## config.mk

```make
export PLATFORM = sky130hd
export DESIGN_NAME = pno_mul
export DESIGN_NICKNAME = d
export VERILOG_FILES = /design/src/rtl/pno_pkg.sv /design/src/rtl/pno_mul.sv
export SDC_FILE = /design/constraint.sdc
export NUM_CORES = 2
export LEC_CHECK = 0
export BUFFER_PORTS_ARGS = -buffer_cell sky130_fd_sc_hd__buf_2
export CAP_MARGIN = 15
export CORE_MARGIN = 2
export CORE_UTILIZATION = 47
export CTS_CLUSTER_SIZE = 20
export DETAILED_ROUTE_END_ITERATION = 10
export PLACE_DENSITY = 0.71
export SYNTH_ARGS = -nofsm -noshare
export SYNTH_HDL_FRONTEND = slang
export SYNTH_SLANG_ARGS = --single-unit
```

## constraint.sdc

```tcl
create_clock -name clock -period 10.29 [get_ports clock]
set_input_delay 1.029 -clock clock [delete_from_list [all_inputs] [get_ports clock]]
set_output_delay 1.029 -clock clock [all_outputs]
set_load 0.02 [all_outputs]
```

## src/rtl/pno_pkg.sv

```systemverilog
// Package: types, constants and lookup helpers for the octave noise block.
`timescale 1ns / 1ps
package pno_pkg;

   localparam int FRAC_BITS = 16;
   localparam int COORD_W   = 32;
   localparam int AMP_W     = 24;
   localparam int FREQ_W    = 24;
   localparam int PERS_W    = 16;
   localparam int LAC_W     = 20;
   localparam int OCT_W     = 4;
   localparam int CSR_IDX_W = 3;
   localparam int CSR_DATA_W = 24;
   localparam int GRAD_W    = 22;
   localparam int QW        = 24;
   localparam int MUL_A_W   = 33;
   localparam int MUL_B_W   = 25;
   localparam int PROD_W    = MUL_A_W + MUL_B_W;
   localparam int SUM_W     = 40;

   localparam logic [CSR_IDX_W-1:0] CSR_OCTAVES     = 3'd0;
   localparam logic [CSR_IDX_W-1:0] CSR_AMPLITUDE   = 3'd1;
   localparam logic [CSR_IDX_W-1:0] CSR_FREQUENCY   = 3'd2;
   localparam logic [CSR_IDX_W-1:0] CSR_PERSISTENCE = 3'd3;
   localparam logic [CSR_IDX_W-1:0] CSR_LACUNARITY  = 3'd4;

   localparam logic [OCT_W-1:0]  OCT_RESET  = 4'd4;
   localparam logic [AMP_W-1:0]  AMP_RESET  = 24'd65536;
   localparam logic [FREQ_W-1:0] FREQ_RESET = 24'd65536;
   localparam logic [PERS_W-1:0] PERS_RESET = 16'd32768;
   localparam logic [LAC_W-1:0]  LAC_RESET  = 20'd131072;
   localparam logic [FREQ_W-1:0] FREQ_MAX   = 24'hFFFFFF;

   typedef enum logic [1:0] {
      ST_IDLE,
      ST_RUN,
      ST_FINISH
   } state_type;

   typedef enum logic [4:0] {
      OP_SX, OP_SY, OP_SZ,
      OP_FX0, OP_FX1, OP_FX2, OP_FX3,
      OP_FY0, OP_FY1, OP_FY2, OP_FY3,
      OP_FZ0, OP_FZ1, OP_FZ2, OP_FZ3,
      OP_H0, OP_H1, OP_GRAD,
      OP_LX0, OP_LX1, OP_LX2, OP_LX3,
      OP_LY0, OP_LY1, OP_LZ,
      OP_ACC, OP_AMP, OP_FRQ
   } op_type;

   localparam logic [7:0] PERM [256] = '{
      8'd151, 8'd160, 8'd137, 8'd91, 8'd90, 8'd15, 8'd131, 8'd13, 8'd201, 8'd95,
      8'd96, 8'd53, 8'd194, 8'd233, 8'd7, 8'd225, 8'd140, 8'd36, 8'd103, 8'd30,
      8'd69, 8'd142, 8'd8, 8'd99, 8'd37, 8'd240, 8'd21, 8'd10, 8'd23, 8'd190,
      8'd6, 8'd148, 8'd247, 8'd120, 8'd234, 8'd75, 8'd0, 8'd26, 8'd197, 8'd62,
      8'd94, 8'd252, 8'd219, 8'd203, 8'd117, 8'd35, 8'd11, 8'd32, 8'd57, 8'd177,
      8'd33, 8'd88, 8'd237, 8'd149, 8'd56, 8'd87, 8'd174, 8'd20, 8'd125, 8'd136,
      8'd171, 8'd168, 8'd68, 8'd175, 8'd74, 8'd165, 8'd71, 8'd134, 8'd139, 8'd48,
      8'd27, 8'd166, 8'd77, 8'd146, 8'd158, 8'd231, 8'd83, 8'd111, 8'd229, 8'd122,
      8'd60, 8'd211, 8'd133, 8'd230, 8'd220, 8'd105, 8'd92, 8'd41, 8'd55, 8'd46,
      8'd245, 8'd40, 8'd244, 8'd102, 8'd143, 8'd54, 8'd65, 8'd25, 8'd63, 8'd161,
      8'd1, 8'd216, 8'd80, 8'd73, 8'd209, 8'd76, 8'd132, 8'd187, 8'd208, 8'd89,
      8'd18, 8'd169, 8'd200, 8'd196, 8'd135, 8'd130, 8'd116, 8'd188, 8'd159, 8'd86,
      8'd164, 8'd100, 8'd109, 8'd198, 8'd173, 8'd186, 8'd3, 8'd64, 8'd52, 8'd217,
      8'd226, 8'd250, 8'd124, 8'd123, 8'd5, 8'd202, 8'd38, 8'd147, 8'd118, 8'd126,
      8'd255, 8'd82, 8'd85, 8'd212, 8'd207, 8'd206, 8'd59, 8'd227, 8'd47, 8'd16,
      8'd58, 8'd17, 8'd182, 8'd189, 8'd28, 8'd42, 8'd223, 8'd183, 8'd170, 8'd213,
      8'd119, 8'd248, 8'd152, 8'd2, 8'd44, 8'd154, 8'd163, 8'd70, 8'd221, 8'd153,
      8'd101, 8'd155, 8'd167, 8'd43, 8'd172, 8'd9, 8'd129, 8'd22, 8'd39, 8'd253,
      8'd19, 8'd98, 8'd108, 8'd110, 8'd79, 8'd113, 8'd224, 8'd232, 8'd178, 8'd185,
      8'd112, 8'd104, 8'd218, 8'd246, 8'd97, 8'd228, 8'd251, 8'd34, 8'd242, 8'd193,
      8'd238, 8'd210, 8'd144, 8'd12, 8'd191, 8'd179, 8'd162, 8'd241, 8'd81, 8'd51,
      8'd145, 8'd235, 8'd249, 8'd14, 8'd239, 8'd107, 8'd49, 8'd192, 8'd214, 8'd31,
      8'd181, 8'd199, 8'd106, 8'd157, 8'd184, 8'd84, 8'd204, 8'd176, 8'd115, 8'd121,
      8'd50, 8'd45, 8'd127, 8'd4, 8'd150, 8'd254, 8'd138, 8'd236, 8'd205, 8'd93,
      8'd222, 8'd114, 8'd67, 8'd29, 8'd24, 8'd72, 8'd243, 8'd141, 8'd128, 8'd195,
      8'd78, 8'd66, 8'd215, 8'd61, 8'd156, 8'd180
   };

   localparam logic [3:0] H_C12 = 4'd12;
   localparam logic [3:0] H_C14 = 4'd14;

   function automatic logic signed [GRAD_W-1:0] grad(
      input logic [3:0] h,
      input logic signed [GRAD_W-1:0] x,
      input logic signed [GRAD_W-1:0] y,
      input logic signed [GRAD_W-1:0] z);
      logic signed [GRAD_W-1:0] u;
      logic signed [GRAD_W-1:0] v;
      u = (h < 4'd8) ? x : y;
      v = (h < 4'd4) ? y : (((h == H_C12) || (h == H_C14)) ? x : z);
      return (h[0] ? -u : u) + (h[1] ? -v : v);
   endfunction

endpackage

```

## src/rtl/pno_mul.sv

```systemverilog
// Shared signed multiplier with registered product.
`timescale 1ns / 1ps
module pno_mul
   import pno_pkg::*;
(
   input  logic                        clock,
   input  logic signed [MUL_A_W-1:0]   a,
   input  logic signed [MUL_B_W-1:0]   b,
   output logic signed [PROD_W-1:0]    prod_ff
);

   always_ff @(posedge clock) begin
      prod_ff <= a * b;
   end

endmodule

```

=== Yosys cells after proc, flatten, opt, wreduce, memory -nomap -nowiden ===
Index checks and enable logic that the tools add are counted.

* Flip-flop bits (word level): 58
* Input bits: 59

* Multipliers: 1

{| class="wikitable"
|+ Operator list
! operator !! count
|-
| $mul 33x25->58 || 1
|}

=== Logic depth before layout (Yosys ltp) ===
* Word-level depth: 1
* Depth in mapped cells: 27

=== Least setup slack after synthesis ===
OpenSTA, ideal clock, no wires.

* Path kind: input port to flip-flop
* Start: input port a[32]
* End: register prod_ff[57]
* Arrival time: 7281 ps
* Setup slack: 2866 ps
* Cell stages on the path: 21
* Cells stage by stage: clkbuf_1 > nand2_1 > inv_1 > fa_1 > fa_1 > inv_1 > fa_1 > inv_1 > fa_1 > fa_1 > fa_1 > fa_1 > ha_1 > clkbuf_8 > a21o_1 > a21o_1 > a21o_1 > a21o_1 > and3_1 > a21oi_1 > o211ai_1

* Longest elaborated chain between the ends: 1

{| class="wikitable"
|+ Ends and longest elaborated chain
! item !! RTL line !! RTL
|-
| from (decl) || pno_mul.sv:7 || <nowiki>input logic signed [MUL_A_W-1:0] a,</nowiki>
|-
| $mul 33x25->58 || pno_mul.sv:13 || <nowiki>prod_ff <= a * b;</nowiki>
|-
| to (signal assigned) || pno_mul.sv:13 ||
|-
| to (decl) || pno_mul.sv:9 || <nowiki>output logic signed [PROD_W-1:0] prod_ff</nowiki>
|}

Every way passes these cells.

=== Final worst setup path ===
* Start: input port b[1]
* End: register prod_ff[57]

* Longest elaborated chain between the ends: 1

{| class="wikitable"
|+ Ends and longest elaborated chain
! item !! RTL line !! RTL
|-
| from (decl) || pno_mul.sv:8 || <nowiki>input logic signed [MUL_B_W-1:0] b,</nowiki>
|-
| $mul 33x25->58 || pno_mul.sv:13 ||
|}

Every way passes these cells.

==> results.toml <==
[floorplan]
die_y_um = 257.5
coreArea_um2 = 63310
io_pins = 117
die_w_um = 257.5
fp-row-count = 92
start_util_pct = 47.71
die_area_um2 = 66310

[synthesis]
synth_edf_count = 0
ys_warn_count = 0
synth.avg_cell_area_um2 = 9.415
netlist_instances = 3208
synth.distinct_cells = 60
syn_area_um2 = 30200
syn_nets = 4266
seq_area_frac_synth_pct = 3.844
ys_async_sr_fraction_pct = 0
ys_ff_latch = 58
synthFlopType = "dfxtp_1"

[grt]
grt_pass1_vias = 23480
antenna_found_initial = 3
grt_overflow_total = 0
grt_pass1_wl_um = 129200
grt_max_degree = 34
grt_usage_pct = 25.19

[setup_path]
crit_chain = "buf_2 > nand2_1 > inv_1 > fa_1 > fa_1 > inv_1 > fa_1 > fa_1 > inv_1 > fa_1 > fa_1 > inv_1 > fa_1 > inv_1 > ha_1 > a21o_1 > a21o_1 > a21oi_1 > nor3b_1 > nand4_1 > o21ai_1 > o221ai_1 > a21oi_1 > o211ai_1"
path_delay_family = "adder cells"
cpMaxStageDelayCell = "nor3b_1"
arrival_ns = 9.27
crit_type = "primary input to flip-flop"
crit_fanout = 33
crit_cells = 24
path_common_cell = "fa_1"
end_kind = "flip-flop"
crit_start = "b[1]"
required_ns = 10.51
path_buf_inv = 6
slowest_delay_ns = 0.74
cp-start-kind = "primary input"

[hold_path]
hold_start = "a[0]"
hp-class = "primary input to flip-flop"
whs_path_depth = 2
hold_path_end = "prod_ff[0]"

[clock_tree]
cts_buffer_depth = 2
cts-root-buf = "clkbuf_16"
clk_pin_slew_ns = 0.06
cts_sinks = 58
hold_buffers = 0
postCtsSetupBuffers = 0
htree_levels = 3
cts_resized = 0
cts_tree = "yes"
cts_made_buffers = 9

[place]
gp_congestion = 0.9394
dp.cells = 4025
placement.io_buffers = 116
hpwl_um = 62510

[layout]
nets = 4248
reg_top3 = "prod_ff (58)"
nFillCells = 5922
regMostFlops = "prod_ff"
drive_gt1_share_pct = 5.008
diodes = 0
area_growth_pct = 4.573
final_cells = 4041
largest_reg_flops = 58

[routing]
ant_nets = 0
wl_per_cell_um = 19.51
drt_pre_antenna_iters = 5
vias = 21340
drc = 0
drt-initial-drc-count = 1348
viasPerCell = 5.281
drt_wl_total_um = 78840

[sta]
relSlewSlack_pct = 26.03
holdWs_ns = 1.259
setup_tns_ns = 0
fmax_mhz = 110.5
slew_violations = 0
finalSetupViolations = 0
worst_pin_slew_ns = 1.098
min_period_over_period_pct = 87.95
finalHoldViolCount = 0
rsz0062_at_grt = "no"
final.min_clock_period_ns = 9.050

[job]
max_cap_viol_count = 0

[outcome]
status = "finished, final reports clean"
==> per-layer routing <==
metal	global-route usage, %	part of all wire, %
met3	4.364	7.3
met1	33.09	40
met2	41.88	49
met5	0	0.014
met4	9.586	4.0
==> layout make-up <==
cell class	count	area (um2)	share of cell area (%)
clock buffers	11	242.7	0.7685
multi-input cells	2206	25440	80.55
flip-flops and latches	58	1161	3.676
well taps	846	1059	3.351
repair buffers	129	678.2	2.147
clock inverters	5	53.80	0.1703
inverters	786	2950	9.341
==> per-stage QoR <==
stage	util, %	cell area (um2)	setup slack, ns
global placement	49.42	31290	1.136
finish	49.89	31590	1.240
CTS	49.89	31590	1.493
floorplan	-	30200	2.866
global route	49.89	31590	1.049
detailed placement	49.42	31290	1.134
==> cell families after synthesis <==
logic type	count (synthesis)	share of synthesized area, %
flops	58	3.844
buf+inv	944	11.93
fa+ha+maj	999	62.31
xor+xnor	59	1.711
simple gates	954	15.78
compound gates	194	4.424
==> cell usage in the layout (no fill, tap or decap), types with 13 or more instances in the layout <==
| master | count |
|---|---|
| nand3_1 | 16 |
| a21oi_1 | 51 |
| and2_1 | 409 |
| nand2_1 | 416 |
| buf_2 | 116 |
| buf_4 | 13 |
| nand4_1 | 15 |
| xor2_1 | 15 |
| fa_1 | 842 |
| xnor2_1 | 44 |
| o21bai_1 | 15 |
| inv_1 | 785 |
| nor2_1 | 57 |
| o21ai_0 | 28 |
| ha_1 | 157 |
| a21o_1 | 34 |
| dfxtp_1 | 58 |
==> worst max path at each step <==
stage | endpoint | slack (ns)
2_1_floorplan | prod_ff[57] | 2.87
3_3_place_gp | prod_ff[57] | 1.14
3_5_place_dp | prod_ff[57] | 1.13
4_1_cts | prod_ff[57] | 1.49
5_1_grt | prod_ff[57] | 1.05
6_report | prod_ff[57] | 1.24
==> cell usage after synthesis (all sizes together), types with 16 or more instances <==
master	count	share of area, %
a21oi	51	0.85
inv	785	9.8
and2	410	8.5
a21o	36	0.90
o21ai	32	0.58
nand2	416	5.2
nor2	57	0.71
ha	157	6.5
clkbuf	153	2.0
dfxtp	58	3.8
nand3	16	0.27
xnor2	44	1.3
fa	842	56
Power is not shown: default switching activity piles up to over one toggle a cycle in this logic, so the estimate is an artifact.
